`src/rtl/sha256_pkg.sv`:
```
`default_nettype none
// ----------------------------------------------------------------------------
// SHA-256 package
// Shared payload types, the internal command type and the round constants.
// ----------------------------------------------------------------------------
package sha256_pkg;

  typedef struct packed {
    logic [31:0] data_word;
    logic [2:0]  byte_count;
    logic        last_item;
  } in_item_t;

  typedef struct packed {
    logic [31:0] digest_word;
    logic [2:0]  word_index;
    logic        last_word;
  } out_item_t;

  // A word for the schedule buffer; a final word also starts padding.
  typedef struct packed {
    logic [31:0] word;
    logic        fin;       // the padding and length words follow this one
    logic        add_pad;   // a separate 0x80 word follows (full last word)
    logic [5:0]  nbits_add; // bits added to the length by this word
  } cmd_t;

  localparam logic [31:0] INIT_H [8] = '{
    32'h6a09e667, 32'hbb67ae85, 32'h3c6ef372, 32'ha54ff53a,
    32'h510e527f, 32'h9b05688c, 32'h1f83d9ab, 32'h5be0cd19};

  localparam logic [31:0] ROUND_K [64] = '{
    32'h428a2f98, 32'h71374491, 32'hb5c0fbcf, 32'he9b5dba5,
    32'h3956c25b, 32'h59f111f1, 32'h923f82a4, 32'hab1c5ed5,
    32'hd807aa98, 32'h12835b01, 32'h243185be, 32'h550c7dc3,
    32'h72be5d74, 32'h80deb1fe, 32'h9bdc06a7, 32'hc19bf174,
    32'he49b69c1, 32'hefbe4786, 32'h0fc19dc6, 32'h240ca1cc,
    32'h2de92c6f, 32'h4a7484aa, 32'h5cb0a9dc, 32'h76f988da,
    32'h983e5152, 32'ha831c66d, 32'hb00327c8, 32'hbf597fc7,
    32'hc6e00bf3, 32'hd5a79147, 32'h06ca6351, 32'h14292967,
    32'h27b70a85, 32'h2e1b2138, 32'h4d2c6dfc, 32'h53380d13,
    32'h650a7354, 32'h766a0abb, 32'h81c2c92e, 32'h92722c85,
    32'ha2bfe8a1, 32'ha81a664b, 32'hc24b8b70, 32'hc76c51a3,
    32'hd192e819, 32'hd6990624, 32'hf40e3585, 32'h106aa070,
    32'h19a4c116, 32'h1e376c08, 32'h2748774c, 32'h34b0bcb5,
    32'h391c0cb3, 32'h4ed8aa4a, 32'h5b9cca4f, 32'h682e6ff3,
    32'h748f82ee, 32'h78a5636f, 32'h84c87814, 32'h8cc70208,
    32'h90befffa, 32'ha4506ceb, 32'hbef9a3f7, 32'hc67178f2};

  localparam logic [31:0] PAD_WORD = 32'h80000000;
  localparam logic [3:0]  LEN_HI_SLOT = 4'd14;

endpackage
`default_nettype wire

```
`src/rtl/sha256_hash_engine_top.sv`:
```
`default_nettype none
// A block of 16 words is loaded into the buffer, then compressed round by round;
// the last item adds one or two padded blocks, then eight digest transfers.
// One round unit does all rounds; while it runs, the back end takes no word.
// Reset: synchronous rst restores the initial hash values and empties the
// queue; the back end also restores the initial hash values after each digest.
// ----------------------------------------------------------------------------
// SHA-256 hash engine top level
// Front end queues masked input words; back end compresses and emits digest.
// ----------------------------------------------------------------------------
module sha256_hash_engine_top #(
  parameter int unsigned QUEUE_LOG2 = 1
) (
  input  wire logic                  clk,
  input  wire logic                  rst,
  input  wire logic                  in_valid,
  output logic                       in_ready,
  input  wire sha256_pkg::in_item_t  in_data,
  output logic                       out_valid,
  input  wire logic                  out_ready,
  output sha256_pkg::out_item_t      out_data
);

  // Command queue between front and back.
  logic             cmd_valid, cmd_ready;
  sha256_pkg::cmd_t cmd;

  sha256_front #(.DEPTH_LOG2(QUEUE_LOG2)) u_front (
    .clk, .rst, .in_valid, .in_ready, .in_data,
    .cmd_valid, .cmd_ready, .cmd
  );

  sha256_back u_back (
    .clk, .rst, .cmd_valid, .cmd_ready, .cmd,
    .out_valid, .out_ready, .out_data
  );

endmodule
`default_nettype wire

```
`src/rtl/sha256_front.sv`:
```
`default_nettype none
// ----------------------------------------------------------------------------
// SHA-256 front end
// Accepts input transfers, masks and pads the word, queues a command.
// ----------------------------------------------------------------------------
module sha256_front #(
  parameter int unsigned DEPTH_LOG2 = 1
) (
  input  wire logic                clk,
  input  wire logic                rst,
  input  wire logic                in_valid,
  output logic                     in_ready,
  input  wire sha256_pkg::in_item_t in_data,
  output logic                     cmd_valid,
  input  wire logic                cmd_ready,
  output sha256_pkg::cmd_t         cmd
);

  localparam int unsigned DEPTH = 1 << DEPTH_LOG2;

  sha256_pkg::cmd_t        q [DEPTH];
  logic [DEPTH_LOG2-1:0]   wr_ptr, rd_ptr;
  logic [DEPTH_LOG2:0]     count;
  sha256_pkg::cmd_t        cmd_new;
  logic [2:0]              nb;
  logic [31:0]             keep;
  logic                    push, pop;

  always_comb begin
    nb = in_data.byte_count;
    if (!in_data.last_item || nb > 3'd4) nb = 3'd4;
    unique case (nb)
      3'd0:    keep = 32'h00000000;
      3'd1:    keep = 32'hff000000;
      3'd2:    keep = 32'hffff0000;
      3'd3:    keep = 32'hffffff00;
      default: keep = 32'hffffffff;
    endcase
    cmd_new.word = in_data.data_word & keep;
    // Short final word carries its own 0x80 marker.
    if (in_data.last_item && nb != 3'd4)
      cmd_new.word = cmd_new.word | (sha256_pkg::PAD_WORD >> {nb, 3'b000});
    cmd_new.fin       = in_data.last_item;
    cmd_new.add_pad   = in_data.last_item && nb == 3'd4;
    cmd_new.nbits_add = {nb, 3'b000};
  end

  assign in_ready  = count != DEPTH[DEPTH_LOG2:0];
  assign cmd_valid = count != '0;
  assign cmd       = q[rd_ptr];
  assign push      = in_valid && in_ready;
  assign pop       = cmd_valid && cmd_ready;

  always_ff @(posedge clk) begin
    if (push) q[wr_ptr] <= cmd_new;
  end

  always_ff @(posedge clk) begin
    if (rst) begin
      wr_ptr <= '0;
      rd_ptr <= '0;
      count  <= '0;
    end else begin
      if (push) wr_ptr <= wr_ptr + 1'b1;
      if (pop)  rd_ptr <= rd_ptr + 1'b1;
      count <= count + {{DEPTH_LOG2{1'b0}}, push} - {{DEPTH_LOG2{1'b0}}, pop};
    end
  end

  a_count_bound: assert property (@(posedge clk) disable iff (rst)
    count <= DEPTH[DEPTH_LOG2:0]) else $error("queue overflow");
  a_no_push_full: assert property (@(posedge clk) disable iff (rst)
    count == DEPTH[DEPTH_LOG2:0] |-> !push) else $error("push into full queue");
  a_count_step: assert property (@(posedge clk) disable iff (rst)
    push && !pop |=> count == $past(count) + 1'b1) else $error("count step");

endmodule
`default_nettype wire

```
`src/rtl/sha256_back.sv`:
```
`default_nettype none
// ----------------------------------------------------------------------------
// SHA-256 back end
// Fills the block buffer, runs one round per cycle, pads, emits the digest.
// ----------------------------------------------------------------------------
module sha256_back (
  input  wire logic                 clk,
  input  wire logic                 rst,
  input  wire logic                 cmd_valid,
  output logic                      cmd_ready,
  input  wire sha256_pkg::cmd_t     cmd,
  output logic                      out_valid,
  input  wire logic                 out_ready,
  output sha256_pkg::out_item_t     out_data
);

  typedef enum logic [2:0] {
    S_LOAD, S_PAD, S_ZERO, S_LEN_HI, S_LEN_LO, S_ROUND, S_OUT
  } state_t;

  state_t      state;
  state_t      ret_state;
  logic [31:0] w [16];
  logic [31:0] h [8];
  logic [31:0] v [8];
  logic [3:0]  fill_count;
  logic [63:0] bit_length;
  logic [5:0]  round_count;
  logic [2:0]  out_idx;

  logic [31:0] wt, x2, x15, s0, s1, sig1, sig0, ch, maj, t1, t2, w_new;
  logic        slot_word;
  logic [31:0] slot_data;

  function automatic logic [31:0] ror(input logic [31:0] x, input int unsigned n);
    ror = (x >> n) | (x << (32 - n));
  endfunction

  always_comb begin
    x2    = w[round_count[3:0] - 4'd2];
    x15   = w[round_count[3:0] - 4'd15];
    s1    = ror(x2, 17) ^ ror(x2, 19) ^ (x2 >> 10);
    s0    = ror(x15, 7) ^ ror(x15, 18) ^ (x15 >> 3);
    w_new = s1 + w[round_count[3:0] - 4'd7] + s0 + w[round_count[3:0]];
    wt    = (round_count < 6'd16) ? w[round_count[3:0]] : w_new;
    sig1  = ror(v[4], 6) ^ ror(v[4], 11) ^ ror(v[4], 25);
    ch    = (v[4] & v[5]) ^ (~v[4] & v[6]);
    t1    = v[7] + sig1 + ch + sha256_pkg::ROUND_K[round_count] + wt;
    sig0  = ror(v[0], 2) ^ ror(v[0], 13) ^ ror(v[0], 22);
    maj   = (v[0] & v[1]) ^ (v[0] & v[2]) ^ (v[1] & v[2]);
    t2    = sig0 + maj;
  end

  // One buffer word per cycle in the fill states; in S_LOAD only while cmd_valid.
  always_comb begin
    slot_word = 1'b0;
    slot_data = '0;
    unique case (state)
      S_LOAD:   begin slot_word = cmd_valid; slot_data = cmd.word; end
      S_PAD:    begin slot_word = 1'b1; slot_data = sha256_pkg::PAD_WORD; end
      S_ZERO:   begin slot_word = 1'b1; slot_data = '0; end
      S_LEN_HI: begin slot_word = 1'b1; slot_data = bit_length[63:32]; end
      S_LEN_LO: begin slot_word = 1'b1; slot_data = bit_length[31:0]; end
      default:  begin slot_word = 1'b0; slot_data = '0; end
    endcase
  end

  assign cmd_ready = state == S_LOAD;
  assign out_valid = state == S_OUT;
  assign out_data.digest_word = h[out_idx];
  assign out_data.word_index  = out_idx;
  assign out_data.last_word   = out_idx == 3'd7;

  // Next fill state once a word lands in slot fill_count.
  function automatic state_t after_word(input state_t cur, input logic [3:0] fc,
                                        input logic add_pad);
    state_t nxt;
    priority if (cur == S_LOAD && add_pad) nxt = S_PAD;
    else if (cur == S_LEN_HI) nxt = S_LEN_LO;
    else if (cur == S_LEN_LO) nxt = S_OUT;
    else if (fc == 4'd13) nxt = S_LEN_HI;
    else nxt = S_ZERO;
    return nxt;
  endfunction

  always_ff @(posedge clk) begin
    if (slot_word) w[fill_count] <= slot_data;
    else if (state == S_ROUND && round_count >= 6'd16) w[round_count[3:0]] <= w_new;
  end

  always_ff @(posedge clk) begin
    if (rst) begin
      state       <= S_LOAD;
      ret_state   <= S_LOAD;
      fill_count  <= '0;
      bit_length  <= '0;
      round_count <= '0;
      out_idx     <= '0;
      for (int i = 0; i < 8; i++) h[i] <= sha256_pkg::INIT_H[i];
    end else begin
      unique case (state)
        S_LOAD, S_PAD, S_ZERO, S_LEN_HI, S_LEN_LO: begin
          if (slot_word) begin
            state_t nxt;
            logic   fin;
            fin = (state == S_LOAD) ? cmd.fin : 1'b1;
            if (state == S_LOAD) bit_length <= bit_length + 64'(cmd.nbits_add);
            nxt = fin ? after_word(state, fill_count, cmd.add_pad) : S_LOAD;
            if (state == S_LOAD && cmd.fin && cmd.add_pad) nxt = S_PAD;
            fill_count <= fill_count + 4'd1;
            if (fill_count == 4'd15) begin
              for (int i = 0; i < 8; i++) v[i] <= h[i];
              round_count <= '0;
              ret_state   <= (nxt == S_OUT) ? S_OUT : (fin ? ((nxt == S_LEN_HI ||
                             nxt == S_PAD) ? nxt : S_ZERO) : S_LOAD);
              state       <= S_ROUND;
            end else begin
              // Length words go in slots 14 and 15 only.
              if (fin && fill_count == 4'd13 && state != S_LOAD) state <= S_LEN_HI;
              else if (fin && state == S_LOAD && !cmd.add_pad && fill_count == 4'd13)
                state <= S_LEN_HI;
              else if (fin && nxt == S_ZERO && fill_count + 4'd1 == sha256_pkg::LEN_HI_SLOT)
                state <= S_LEN_HI;
              else state <= nxt;
            end
          end
        end
        S_ROUND: begin
          v[7] <= v[6]; v[6] <= v[5]; v[5] <= v[4]; v[4] <= v[3] + t1;
          v[3] <= v[2]; v[2] <= v[1]; v[1] <= v[0]; v[0] <= t1 + t2;
          if (round_count == 6'd63) begin
            round_count <= '0;
            state       <= ret_state;
            h[0] <= h[0] + t1 + t2;
            h[1] <= h[1] + v[0]; h[2] <= h[2] + v[1]; h[3] <= h[3] + v[2];
            h[4] <= h[4] + v[3] + t1;
            h[5] <= h[5] + v[4]; h[6] <= h[6] + v[5]; h[7] <= h[7] + v[6];
          end else begin
            round_count <= round_count + 6'd1;
          end
        end
        S_OUT: begin
          if (out_ready) begin
            out_idx <= out_idx + 3'd1;
            if (out_idx == 3'd7) begin
              state      <= S_LOAD;
              fill_count <= '0;
              bit_length <= '0;
              for (int i = 0; i < 8; i++) h[i] <= sha256_pkg::INIT_H[i];
            end
          end
        end
        default: state <= S_LOAD;
      endcase
    end
  end

  a_ready_load: assert property (@(posedge clk) disable iff (rst)
    cmd_ready |-> state == S_LOAD) else $error("ready outside load");
  a_round_wrap: assert property (@(posedge clk) disable iff (rst)
    state == S_ROUND && round_count == 6'd63 |=> state != S_ROUND)
    else $error("round count overrun");
  a_out_hold: assert property (@(posedge clk) disable iff (rst)
    out_valid && !out_ready |=> out_valid && $stable(out_idx))
    else $error("digest word dropped");

endmodule
`default_nettype wire
```
`config.mk`:
```
export PLATFORM = sky130hd
export DESIGN_NAME = sha256_hash_engine_top
export DESIGN_NICKNAME = d
export VERILOG_FILES = /design/src/rtl/sha256_pkg.sv /design/src/rtl/sha256_hash_engine_top.sv /design/src/rtl/sha256_front.sv /design/src/rtl/sha256_back.sv
export SDC_FILE = /design/constraint.sdc
export NUM_CORES = 2
export LEC_CHECK = 0
export BUFFER_PORTS_ARGS = -buffer_cell sky130_fd_sc_hd__buf_4
export CELL_PAD_IN_SITES_DETAIL_PLACEMENT = 0
export CELL_PAD_IN_SITES_GLOBAL_PLACEMENT = 1
export CORE_MARGIN = 1
export CORE_UTILIZATION = 57
export DETAILED_ROUTE_END_ITERATION = 6
export PLACE_DENSITY = 0.9
export SLEW_MARGIN = 40
export SYNTH_ARGS = -nofsm -noshare
export SYNTH_HDL_FRONTEND = slang
export SYNTH_SLANG_ARGS = --single-unit
```
`constraint.sdc`:
```
create_clock -name clk -period 25.3 [get_ports clk]
set_input_delay 5.06 -clock clk [delete_from_list [all_inputs] [get_ports clk]]
set_output_delay 5.06 -clock clk [all_outputs]
set_load 0.05 [all_outputs]
```
==> out/qor.csv <==
metric,value,unit
crit_top_cell,inv_1,
cts_hold_buf,0,
finalCritPeriodShare,0.6034,
overflow,0,
fin_util,0.6258,
wl,290400,um
slew-limit-headroom,0.3026,
clkSinkCount,1190,
cts_tree,yes,
crit_path_end_kind,register,
grt_antenna_before_repair,7,
core_area,149600,um2
placed_area,88810,um2
port_buffers,77,
htreeDepth,4,
grt_use_total,0.3798,
ctsResizeCount,0,
initial_utilization,0.5740,
numCtsBuffers,136,
grt_max_degree,173,
clock_latency,0.83,ns
drt_iter0_drc,8428,
io_pins,78,
firstDrtPassIters,7,
drc_errors,0,
finalNetCount,8338,
yosysSeqAreaShare,0.3905,
cts_root_buf,clkbuf_16,
synthesis.nets,8409,
cpMaxStageDelayCell,dfxtp_4,
post_cts_buffers,0,
powerDensity,137.3,nW/um2
crit_required,25.97,ns
arrival,15.94,ns
hold_viol_final,0,
p_leak,34.73,nW
finalMaxSlewViolations,0,
slowest_delay,0.81,ns
fin_crit,15.27,ns
die_area,152200,um2
ys_warn_count,0,
synth_cell_types,86,
async_flop_share,0,
max_freq,65.50,MHz
startpoint_type,register,
synth_edf_count,970,
die_w,390.1,um
syn-mean-instance-area,11.14,um2
status,finished clean,
hp-class,reg -> reg,
tns,0,ns
setup_viol_count_final,0,
synthFlopType,edfxtp_1,
dpl.hpwl,202600,um
path_clk_slew,0.06,ns
vias,66380,
cp_max_fo,51,
dieHeight,390.1,um
finalClockSkew,0.07650,ns
maxCapViolCount,0,
synth-seq-cells,1190,
fin_area,93620,um2
ir_worst_vdd,0.1487,mV
final_layout_size_suffix_gt1_frac,0.1448,
clockBufferDepth,3,
wl_per_cell,29.73,um
drtAntennaViolNets,0,
grt_pass1_wl,426500,um
rsz0062_at_grt,false,
num_rows,142,
critPathKind,reg -> reg,
grt_pass1_vias,64920,
gp_congestion,1.050,
via_per_inst,6.796,
synthCells,7709,
synth_area,85860,um2
worst_pin_slew,1.017,ns
syn_to_final_growth,9.039,%
-- per-stage QoR --
stage / instances / worst slack [ns] / power, mW / hold slack, ns
final: 9767 / 10.03 / 12.85 / 0.4652
after CTS: 9763 / 10.15 / 12.68 / 0.4615
after floorplan: 7709 / 8.129 / 8.430 / 0.4332
after global placement: 9501 / 10.34 / 10.35 / 0.4437
after detailed placement: 9514 / 10.24 / 10.50 / 0.4554
after global routing: 9765 / 9.300 / 13.67 / 0.4872
-- flip-flops by register name, indices dropped and copies added (netlist names), 2 cells and up, named ones only --
name	cells
u_back.fill_count	4
u_front.count	2
u_back.v	256
u_back.h	256
u_back.out_idx	3
u_back.round_count	6
u_back.state	3
u_back.ret_state	3
u_back.bit_length	61
u_front.q	74
u_back.w	512
-- layout make-up --
class	count	area (um2)
Fill cell	11510	55970
Multi-Input combinational cell	5571	49070
Sequential cell	1190	33570
Clock buffer	159	3510
Tap cell	2016	2522
Inverter	534	2009
Timing Repair Buffer	205	1749
Clock inverter	90	1185
Antenna cell	2	5.005
-- cells by family (layout without fill, tap and decap cells) --
family,Yosys count,count (layout),share of synthesized area
other,0,2,0
xor gates and xnor gates,648,648,0.06643
adders and majority gates,691,691,0.1194
muxes,729,729,0.1698
AOI/OAI and AO/OA,1473,1473,0.1095
DFF,1190,1190,0.3905
and+or+nand+nor,2030,2030,0.1024
buffers and inverters,948,988,0.04200
-- metal layers --
metal	vias up	global-route usage	share of wire
met5	-	0	0.00037
met4	16	0.2357	0.076
met3	1118	0.1041	0.12
met2	4613	0.5909	0.45
met1	32400	0.4713	0.35
li1	28230	-	-
-- report_power, final --
group | switching [mW] | total, mW | internal (mW) | leakage (nW)
clock | 0.911 | 2.10 | 1.19 | 2.27
combinational | 5.00 | 8.27 | 3.27 | 22.0
sequential | 0.0818 | 2.49 | 2.40 | 10.5
total | 5.99 | 12.9 | 6.86 | 34.7
-- Yosys cell counts (all sizes together), types with 13 or more instances --
library cell | instances | share of area
and2 | 36 | 0.0026
dfxtp | 220 | 0.051
a21o | 152 | 0.013
nand2 | 1038 | 0.045
o211ai | 39 | 0.0034
mux2i | 112 | 0.013
xor2 | 256 | 0.026
clkbuf | 320 | 0.014
nor2 | 460 | 0.020
o31ai | 33 | 0.0029
a21oi | 419 | 0.024
fa | 224 | 0.052
ha | 436 | 0.064
a21boi | 16 | 0.0014
a31oi | 49 | 0.0036
o21a | 61 | 0.0053
inv | 532 | 0.023
nand4 | 32 | 0.0023
o311ai | 15 | 0.0015
mux4 | 574 | 0.15
a311oi | 16 | 0.0017
a211o | 17 | 0.0017
o21bai | 45 | 0.0039
nand2b | 63 | 0.0046
and3 | 53 | 0.0039
nor3 | 94 | 0.0055
a222oi | 18 | 0.0021
or2 | 13 | 0.00095
xnor2 | 391 | 0.040
o21ai | 350 | 0.020
o22ai | 27 | 0.0020
a22oi | 37 | 0.0032
nand3 | 89 | 0.0052
nor2b | 65 | 0.0047
a211oi | 38 | 0.0033
maj3 | 31 | 0.0036
buf | 94 | 0.0047
or3 | 43 | 0.0031
edfxtp | 970 | 0.34
mux2 | 43 | 0.0056
-- path summary, 6_finish.rpt --
check | from | to | slack, ns | cells after the start
setup / recovery | u_back.round_count[0] | u_back.h[4][31] | 10.03 | 46
hold / removal | u_back.ret_state[2] | u_back.ret_state[2] | 0.47 | 2
setup reg to reg | u_back.round_count[0] | u_back.h[4][31] | 10.03 | 46
hold reg to reg | u_back.ret_state[2] | u_back.ret_state[2] | 0.47 | 2
-- critical path, delay by kind of cell (launching register included) --
family	cells	cell delay [ns]
compound gates	17	4.59
xor+xnor	5	1.38
fa+ha+maj	8	3.36
buf+inv	8	2.27
flops	1	0.81
mux	3	1.46
simple gates	5	1.11
-- cell usage in the layout (no fill, tap or decap), types with 60 or more instances in the layout --
cell          n
xnor2_1     387
o21a_1       61
nand3_1      89
buf_4       174
nand2b_1     60
fa_1        224
nor3_1       92
ha_1        432
nor2b_1      64
mux2i_1     105
o21ai_0     344
mux4_2      564
nand2_1    1036
a21o_1      152
xor2_1      256
a21oi_1     417
inv_1       531
dfxtp_1     206
nor2_1      434
clkbuf_16   136
edfxtp_1    970
(Power assumes the default switching activity.)
